### src/hdl/tcw_pkg.sv
// Shared types, constants and helpers for the text console writer.
// Used by tcw_ctrl, tcw_dp and text_console_writer_top. No dependencies.
package tcw_pkg;

	localparam int COLUMNS    = 80;
	localparam int ROWS       = 25;
	localparam int CELL_COUNT = COLUMNS * ROWS;
	localparam int COPY_COUNT = (ROWS - 1) * COLUMNS;

	localparam int COL_W  = 7;
	localparam int ROW_W  = 5;
	localparam int IDX_W  = 11;
	localparam int CELL_W = 16;

	localparam logic [COL_W-1:0] COL_N = COL_W'(COLUMNS);
	localparam logic [ROW_W-1:0] ROW_N = ROW_W'(ROWS);
	localparam logic [ROW_W-1:0] ROW_LAST = ROW_W'(ROWS - 1);
	localparam logic [IDX_W-1:0] COLS_I = IDX_W'(COLUMNS);
	localparam logic [IDX_W-1:0] CELL_LAST = IDX_W'(CELL_COUNT - 1);
	localparam logic [IDX_W-1:0] COPY_LAST = IDX_W'(COPY_COUNT - 1);
	localparam logic [IDX_W-1:0] CELL_N = IDX_W'(CELL_COUNT);

	localparam logic [1:0] FUNC_PUT   = 2'd0;
	localparam logic [1:0] FUNC_READ  = 2'd1;
	localparam logic [1:0] FUNC_CLEAR = 2'd2;

	localparam logic [7:0] CH_NEWLINE   = 8'd10;
	localparam logic [7:0] CH_RETURN    = 8'd13;
	localparam logic [7:0] CH_BACKSPACE = 8'd8;
	localparam logic [7:0] CH_SPACE     = 8'd32;
	localparam logic [7:0] RESET_ATTR   = 8'h0F;

	typedef struct packed {
		logic [1:0]       func;
		logic [7:0]       char_code;
		logic [IDX_W-1:0] cell_index;
	} cmd_t;

	typedef struct packed {
		logic [CELL_W-1:0] cell_value;
		logic [COL_W-1:0]  cursor_col;
		logic [ROW_W-1:0]  cursor_row;
	} rsp_t;

	// controller -> datapath
	typedef struct packed {
		logic latch;      // capture accepted item
		logic exec;       // decode and run the item
		logic fill;       // write blank cell at sweep counter
		logic fill_init;  // blank with reset attribute
		logic copy;       // read one row below for scroll
		logic cnt_inc;
		logic putc;       // write char at cursor after scroll
		logic load_out;
	} dp_cmd_t;

	// datapath -> controller
	typedef struct packed {
		logic is_clear;
		logic scroll_need;
		logic cnt_last_copy;
		logic cnt_last_cell;
	} dp_sts_t;

	function automatic logic [IDX_W-1:0] cell_addr(input logic [ROW_W-1:0] row,
		input logic [COL_W-1:0] col);
		cell_addr = IDX_W'(IDX_W'(row) * COLS_I) + IDX_W'(col);
	endfunction

endpackage

### src/hdl/tcw_ctrl.sv
// Controller state machine: handshakes, item sequencing, memory sweeps.
// Depends on tcw_pkg; drives tcw_dp through dp_cmd_t.
module tcw_ctrl import tcw_pkg::*; (
	input  logic    clk,
	input  logic    arst_n,
	input  logic    cmd_valid,
	output logic    cmd_ready,
	output logic    rsp_valid,
	input  logic    rsp_ready,
	input  dp_sts_t sts,
	output dp_cmd_t ctl
);

	localparam logic [2:0] S_INIT   = 3'd0;
	localparam logic [2:0] S_IDLE   = 3'd1;
	localparam logic [2:0] S_DECODE = 3'd2;
	localparam logic [2:0] S_SCROLL = 3'd3;
	localparam logic [2:0] S_DRAIN  = 3'd4;
	localparam logic [2:0] S_BLANK  = 3'd5;
	localparam logic [2:0] S_PUTC   = 3'd6;
	localparam logic [2:0] S_CLEAR  = 3'd7;

	logic [2:0] state_q, state_d;
	logic       pend_q, pend_set;
	logic       out_vld_q;
	logic       out_free, accept;

	assign out_free  = !out_vld_q || rsp_ready;
	assign cmd_ready = state_q == S_IDLE && (!pend_q || out_free);
	assign accept    = cmd_valid && cmd_ready;
	assign rsp_valid = out_vld_q;

	always_comb begin
		state_d  = state_q;
		ctl      = '0;
		pend_set = 1'b0;
		case (state_q)
			S_INIT: begin
				ctl.fill      = 1'b1;
				ctl.fill_init = 1'b1;
				ctl.cnt_inc   = 1'b1;
				if (sts.cnt_last_cell) begin
					state_d = S_IDLE;
				end
			end
			S_IDLE: begin
				ctl.load_out = pend_q && out_free;
				ctl.latch    = accept;
				if (accept) begin
					state_d = S_DECODE;
				end
			end
			S_DECODE: begin
				ctl.exec = 1'b1;
				if (sts.is_clear) begin
					state_d = S_CLEAR;
				end else if (sts.scroll_need) begin
					state_d = S_SCROLL;
				end else begin
					state_d  = S_IDLE;
					pend_set = 1'b1;
				end
			end
			S_SCROLL: begin
				ctl.copy    = 1'b1;
				ctl.cnt_inc = 1'b1;
				if (sts.cnt_last_copy) begin
					state_d = S_DRAIN;
				end
			end
			S_DRAIN: begin
				// last copied cell is written this cycle
				state_d = S_BLANK;
			end
			S_BLANK: begin
				ctl.fill    = 1'b1;
				ctl.cnt_inc = 1'b1;
				if (sts.cnt_last_cell) begin
					state_d = S_PUTC;
				end
			end
			S_PUTC: begin
				ctl.putc = 1'b1;
				state_d  = S_IDLE;
				pend_set = 1'b1;
			end
			S_CLEAR: begin
				ctl.fill    = 1'b1;
				ctl.cnt_inc = 1'b1;
				if (sts.cnt_last_cell) begin
					state_d  = S_IDLE;
					pend_set = 1'b1;
				end
			end
			default: begin
				state_d = S_IDLE;
			end
		endcase
	end

	always_ff @(posedge clk or negedge arst_n) begin
		if (!arst_n) begin
			state_q   <= S_INIT;
			pend_q    <= 1'b0;
			out_vld_q <= 1'b0;
		end else begin
			state_q <= state_d;
			if (pend_set) begin
				pend_q <= 1'b1;
			end else if (ctl.load_out) begin
				pend_q <= 1'b0;
			end
			if (ctl.load_out) begin
				out_vld_q <= 1'b1;
			end else if (rsp_ready) begin
				out_vld_q <= 1'b0;
			end
		end
	end

	a_pend_idle: assert property (@(posedge clk) disable iff (!arst_n)
		pend_q |-> state_q == S_IDLE)
		else $error("result pending outside idle");
	a_init_once: assert property (@(posedge clk) disable iff (!arst_n)
		state_q != S_INIT |=> state_q != S_INIT)
		else $error("clearing pass re-entered");
	a_no_accept_pend: assert property (@(posedge clk) disable iff (!arst_n)
		accept |=> !pend_q || out_vld_q)
		else $error("earlier result lost on accept");

endmodule
### config.mk
export PLATFORM = sky130hd
export DESIGN_NAME = tcw_ctrl
export DESIGN_NICKNAME = d
export VERILOG_FILES = /design/src/hdl/tcw_pkg.sv /design/src/hdl/tcw_ctrl.sv
export SDC_FILE = /design/constraint.sdc
export NUM_CORES = 1
export LEC_CHECK = 0
export BUFFER_PORTS_ARGS = -buffer_cell sky130_fd_sc_hd__buf_2
export CAP_MARGIN = 20
export CORE_AREA = 5 5 42 44
export CTS_CLUSTER_SIZE = 25
export DETAILED_ROUTE_END_ITERATION = 6
export DIE_AREA = 0 0 47 49
export GPL_TIMING_DRIVEN = 0
export RECOVER_POWER = 25
export SYNTH_ARGS = -nofsm -noshare
export SYNTH_HDL_FRONTEND = slang
export SYNTH_SLANG_ARGS = --single-unit
export TNS_END_PERCENT = 30
### constraint.sdc
create_clock -name clk -period 1.18 [get_ports clk]
set_input_delay 0.236 -clock clk [delete_from_list [all_inputs] [get_ports clk]]
set_output_delay 0.236 -clock clk [all_outputs]
set_load 0.02 [all_outputs]
==> results of run 1 <==
## cell type report
| cell class | instances | area, um2 |
|---|---|---|
| Buffer | 3 | 33.8 |
| Clock buffer | 4 | 26.3 |
| Fill cell | 144 | 748 |
| Inverter | 1 | 3.75 |
| Multi-Input combinational cell | 33 | 280 |
| Sequential cell | 5 | 126 |
| Tap cell | 16 | 20.0 |
| Timing Repair Buffer | 21 | 163 |
## worst max-delay path, stage by stage (launching register included)
cell,delay (ns)
dfrtp_1,0.41
buf_6,0.15
or3b_4,0.39
a21oi_4,0.13
buf_6,0.13
## cells by family after synthesis
logic type      after synthesis
simple gates                 21
compound gates               11
flops                         5
buf+inv                       4
mux                           1
## final timing paths
path / end / slack, ns / depth (start not counted)
setup / recovery: cmd_ready / -0.50 / 4
min in group asynchronous: state_q[2] / 0.37 / 2
max in group asynchronous: state_q[0] / 0.60 / 2
hold reg to reg: pend_q / 0.63 / 2
setup reg to reg: state_q[1] / -0.18 / 5
hold / removal: state_q[1] / 0.30 / 3
## per-layer routing
metal	vias up	wire length [um]	share of wire, %	track usage, %
met5	-	0	0	0
met4	0	0	0	5.53
met3	0	71	7.4	1.11
met2	13	512	53	16.5
met1	176	373	39	12.2
li1	199	-	-	-
## placed cells by master, fill, tap and decap left out, types with 2 or more instances in the layout
master,n
nor3_4,2
nand2_1,3
a31oi_1,2
clkbuf_1,2
a21oi_1,2
buf_2,8
clkbuf_4,3
nor3_1,2
buf_4,4
buf_6,10
nand2b_1,2
dfrtp_1,4
## power groups by stage
stage                     Combinational [mW]  Sequential, mW  Clock, mW
after floorplan                        0.787           0.359          0
after global placement                  1.04           0.355          0
after detailed placement                1.04           0.354          0
after CTS                               1.27           0.365      0.203
after global routing                    1.49           0.377      0.204
final                                   1.38           0.365      0.189
## registers in the layout (all words and copies together) (netlist names)
register / cells
pend_q: 1
state_q: 3
rsp_valid: 1
## metrics by stage
step	std cells	power [mW]	TNS, ns
floorplan	42	1.15	-0.808
global placement	75	1.39	-1.73
detailed placement	75	1.39	-1.81
CTS	82	1.84	-3.47
global route	83	2.07	-3.87
finish	83	1.94	-3.24
## what timing repair did
| item | 4_1_cts | 5_1_grt |
|---|---|---|
| pin swaps | 5 | 2 |
| cloned | 0 | 0 |
| hold buffers | 1 | 0 |
| endpoints found under the setup margin | 13 | 12 |
| buffers inserted | 2 | 1 |
| endpoints found under the hold margin | 5 | 0 |
| gates resized for setup | 20 | 6 |
==> summary.txt, run 1 <==
CTS
  • Latest clock arrival within the worst-skew pair: 0.23 ns
  • CTS tree: built
  • Worst-path clk slew: 0.04 ns
  • Clock buffer depth: 2
  • Root Driver: clkbuf_4
  • CTS H-tree depth: 1
  • Clk sinks: 5
  • Total CTS buffers: 3

Synth
  • Fraction of registers with async set/reset: 100%
  • Area contributors post-synth: dfrtp_1 35%, nor3_1 5.6%, a31oi_1 5.2%, a21oi_1 4.2%, nand2_1 4.2%
  • Top post-synthesis cells by count: 5 x dfrtp_1, 4 x nand2_1, 4 x nor3_1
  • Seq cells post-synth: 5
  • Area share of the largest cell type after synthesis: 34.8%
  • Post-synthesis compound-gate area fraction: 20.2%
  • Post-synthesis mux area share: 3.14%
  • Post-Synth Simple-Gate Area: 34.8%
  • Sequential fraction of the synthesis area: 34.8%
  • Cell Area, Synth: 359 um2
  • Synth Warn #: 0
  • Gate Count Post-Synth: 42
  • Main synth FF type: dfrtp_1
  • Average size of a mapped cell: 8.55 um2
  • Synth Area in XOR/XNOR: 0%
  • EDFF count, synth: 0
  • Top-count cell post-synth: dfrtp_1
  • Post-synthesis cell type count: 25
  • Syn_nets: 50
  • Adder-cell area share of the yosys netlist: 0%
  • Largest family of logic cells by synthesized area: simple AND/OR/NAND/NOR gates
  • Synth area leader: dfrtp_1

Place
  • Final RePlAce weighted congestion: 0.678
  • Pre-CTS setup slack: -0.359 ns
  • # port buffers: 17
  • Dpl hpwl: 704 um
  • Placed cell area: 503 um2

Hold path
  • Worst Hold Class: input port to register
  • Launch point of the worst hold path: cmd_valid

STA
  • Max-slew violations: 0
  • RSZ-0062 raised after global routing: true
  • Setup WS post-layout: -0.502 ns
  • Fin. Hold Viols: 0
  • Worst-margin pin slew: 0.518 ns
  • Period minus WS final: 1.68 ns
  • Rel. slew slack: 65.4%
  • Final Cycle Share: 143%
  • Worst hold margin: 0.302 ns
  • # setup viols final: 12
  • Max Freq: 594 MHz
  • Layout Skew: 0.000982 ns

Critical path
  • Crit path required time: 0.94 ns
  • Crit path arrival time: 1.45 ns
  • CP startpoint kind: register
  • Reg-to-reg startpoint: state_q[2]
  • Max FO, Critical Path: 5
  • Critical path type: register to primary output
  • Critical path origin: state_q[2]
  • CP Capture Type: primary output

Global route
  • Vias in the first global route: 410
  • Antenna violations before repair: 0
  • First-pass GRT wire length: 1680 um
  • Gr ovfl total: 0
  • Tot GR Track Use: 10.1%
  • Largest net degree at the start of global routing: 11

Route
  • Initial DRC count: 5
  • Wire length per cell: 11.5 um
  • Vias/cell: 4.67
  • Detailed Routing Iterations Pass 1: 4
  • Detailed-route DRC error count: 0
  • Routed WL: 958 um
  • Via count: 388
  • Post-route ant nets: 0

Outcome
  • Status: finished with violations
  • Failing checks: setup timing

Floorplanning
  • Ports: 18
  • Core box area: 0.00140 mm2
  • Die extent in y: 49 um
  • Std cell rows: 14
  • Initial core utilization: 25.6%
  • Die Width: 47 um
  • Die area: 0.00230 mm2

Cells and area
  • Layout net count: 76
  • Final instance area: 653 um2
  • Layout area overhead: 81.9%
  • Fin util: 46.6%
  • Diodes inserted: 0
  • Share of cells above drive strength 1: 61.2%

Power
  • Reg power frac: 18.9%
  • Leak: 0.294 nW
  • Net Sw Frac: 43.8%
  • Clk pwr share: 9.8%
  • Peak supply drop: 1.15 mV
  • P_sw: 0.849 mW
  • Comb power frac: 71.4%
  • Internal power: 1.09 mW
  • Pwr dens: 2960 mW/mm2

Job
  • Max Cap Violations: 0
(Power assumes the default switching activity.)
==> inputs of run 2 (changes only) <==
--- a/config.mk
+++ b/config.mk
@@ -13,6 +13,7 @@
 export DIE_AREA = 0 0 47 49
 export GPL_TIMING_DRIVEN = 0
 export RECOVER_POWER = 25
+export SETUP_SLACK_MARGIN = 0.15
 export SYNTH_ARGS = -nofsm -noshare
 export SYNTH_HDL_FRONTEND = slang
 export SYNTH_SLANG_ARGS = --single-unit
==> run 2 against run 1 <==
Effect of this change:
- the run still ends with setup timing left
- worst hold slack got worse by 0.010 ns
- clock-buffer cell count did not move
- sequential power down 3%
- die area unchanged
- first-iteration DRC count shrank 20%
- clock skew is essentially flat
- combinational power is 11% higher
- total power up 7.8%
- sequential share of layout area shrank 1.0 points
- largest cell class unchanged
==> summary.txt, run 2 (synthesized netlist as in run 1, its figures left out) <==
Outcome
  • Status: finished with violations (unchanged)
  • Failing checks: setup timing (unchanged)

CTS
  • Worst-path clk slew: 0.05 ns (was 0.04 ns)
  • CTS tree: built (unchanged)
  • Clk sinks: 5 (unchanged)
  • Total CTS buffers: 3 (unchanged)
  • Clock buffer depth: 2 (unchanged)
  • Root Driver: clkbuf_4 (unchanged)
  • CTS H-tree depth: 1 (unchanged)
  • Latest clock arrival within the worst-skew pair: 0.24 ns (was 0.23 ns)

Cells and area
  • Diodes inserted: 0 (unchanged)
  • Max reg flops: 3 (unchanged)
  • Layout area overhead: 92.0% (was 81.9%)
  • Share of cells above drive strength 1: 64.4% (was 61.2%)
  • Layout net count: 82 (was 76)
  • Most frequent cells in the layout: 10 x buf_6, 10 x buf_4, 8 x buf_2 (was 10 x buf_6, 8 x buf_2, 4 x buf_4, 4 x dfrtp_1)
  • Biggest register: state_q (unchanged)

Critical path
  • Max FO, Critical Path: 10 (was 5)
  • CP Capture Type: primary output (unchanged)
  • Crit path arrival time: 1.43 ns (was 1.45 ns)
  • Reg2Reg Setup Slack: -0.19 ns (was -0.18 ns)
  • Reg-to-reg startpoint: state_q[1] (was state_q[2])
  • RR Endpoint: pend_q (was state_q[1])
  • Worst reg2reg path depth: 5 (unchanged)
  • Crit path required time: 0.94 ns (about the same)
  • Critical path type: register to primary output (unchanged)
  • CP startpoint kind: register (unchanged)

Global route
  • Gr ovfl total: 0 (unchanged)
  • Tot GR Track Use: 11.7% (was 10.1%)
  • Vias in the first global route: 438 (was 410)
  • First-pass GRT wire length: 1930 um (was 1680 um)
  • Antenna violations before repair: 0 (unchanged)
  • Largest net degree at the start of global routing: 11 (unchanged)

Hold path
  • Launch point of the worst hold path: cmd_valid (unchanged)
  • Worst Hold Class: input port to register (unchanged)
  • Hold EP: state_q[1] (unchanged)
  • Hold path depth: 3 (unchanged)

Route
  • Initial DRC count: 4 (was 5)
  • Routed WL: 1170 um (was 958 um)
  • Detailed Routing Iterations Pass 1: 3 (was 4)
  • Post-route ant nets: 0 (unchanged)
  • Via count: 437 (was 388)
  • Vias/cell: 4.91 (was 4.67)
  • Wire length per cell: 13.1 um (was 11.5 um)
  • Detailed-route DRC error count: 0 (unchanged)

Power
  • Leak: 0.317 nW (was 0.294 nW)
  • Pwr dens: 3030 mW/mm2 (was 2960 mW/mm2)
  • Peak supply drop: 1.06 mV (was 1.15 mV)

Job
  • Max Cap Violations: 0 (unchanged)

Place
  • Pre-CTS setup slack: -0.345 ns (was -0.359 ns)
  • Final RePlAce weighted congestion: 0.746 (was 0.678)
  • # port buffers: 17 (unchanged)
  • Dpl hpwl: 756 um (was 704 um)

STA
  • Setup_tns: -3.39 ns (was -3.24 ns)
  • Worst-margin pin slew: 0.337 ns (was 0.518 ns)
  • Final Cycle Share: 141% (was 143%)
  • Max-slew violations: 0 (unchanged)
  • Period minus WS final: 1.67 ns (was 1.68 ns)
  • Rel. slew slack: 77.4% (was 65.4%)
  • Max Freq: 600 MHz (was 594 MHz)
  • # setup viols final: 12 (unchanged)
  • RSZ-0062 raised after global routing: true (unchanged)
  • Worst hold margin: 0.292 ns (was 0.302 ns)
  • Setup WS post-layout: -0.487 ns (was -0.502 ns)
  • Fin. Hold Viols: 0 (unchanged)
  • Layout Skew: 0.000811 ns (was 0.000982 ns)

Floorplanning
  • Die Width: 47 um (unchanged)
  • Core box area: 0.00140 mm2 (unchanged)
  • Ports: 18 (unchanged)
  • Std cell rows: 14 (unchanged)
  • Die area: 0.00230 mm2 (unchanged)
  • Initial core utilization: 25.6% (unchanged)
  • Die extent in y: 49 um (unchanged)
==> run 2: cell count changes in the layout (fill, tap and decap cells not counted) <==
cell     delta
nor2b_2     +1
buf_4       +6
nor3_4      -1
nor3_1      +1
nor2b_1     -1
==> run 2: what timing repair did <==
action                                  CTS  global route
endpoints found under the setup margin   15            15
hold buffers                              1             0
pin swaps                                 1             4
hold endpoints to repair                  5             0
gates resized for setup                  15             9
cloned                                    0             0
setup buffers                             6             3
==> run 2: layout make-up <==
class	instances	area [um2]
multi-input cells	33	272
flip-flops and latches	5	126
fillers	142	712
well taps	16	20.0
repair buffers	27	208
plain buffers	3	33.8
clock buffers	4	26.3
inverters	1	3.75
==> run 2: critical path: stages (launching register included) <==
cell and delay (ns):
dfrtp_1 0.38, buf_6 0.15, or3b_4 0.41, a21oi_4 0.12, buf_6 0.13
==> run 2: worst max path at each step <==
stage / startpoint / end / slack (ns) / cells past startpoint
3_3_place_gp: state_q[2] / ctl[0] / -0.35 / 5
4_1_cts: state_q[2] / cmd_ready / -0.49 / 4
3_5_place_dp: state_q[2] / ctl[0] / -0.35 / 5
2_1_floorplan: state_q[0] / ctl[2] / -0.17 / 3
6_report: state_q[1] / cmd_ready / -0.49 / 4
5_1_grt: state_q[1] / cmd_ready / -0.52 / 4
==> run 2: report_power, final <==
group | internal (mW) | leakage, nW | switching [mW]
registers | 0.260 | 0.0590 | 0.0951
clock network | 0.128 | 0.0150 | 0.0763
logic | 0.817 | 0.243 | 0.710
==> run 2: routing by layer <==
layer	vias to the layer above	global-route usage, %	routed length (um)
li1	214	-	-
met1	203	14.3	494
met2	18	17.0	568
met3	2	5.17	95
met4	0	5.53	10
met5	-	0	0
==> run 2: stage by stage <==
| step | instance area [um2] | util [%] | instances | total power [mW] |
|---|---|---|---|---|
| 3_3_place_gp | 507 | 36.2 | 75 | 1.41 |
| 3_5_place_dp | 507 | 36.2 | 75 | 1.42 |
| 2_1_floorplan | 402 | - | 42 | 1.16 |
| 4_1_cts | 634 | 45.3 | 86 | 1.94 |
| 5_1_grt | 689 | 49.2 | 89 | 2.24 |
| 6_report | 689 | 49.2 | 89 | 2.09 |
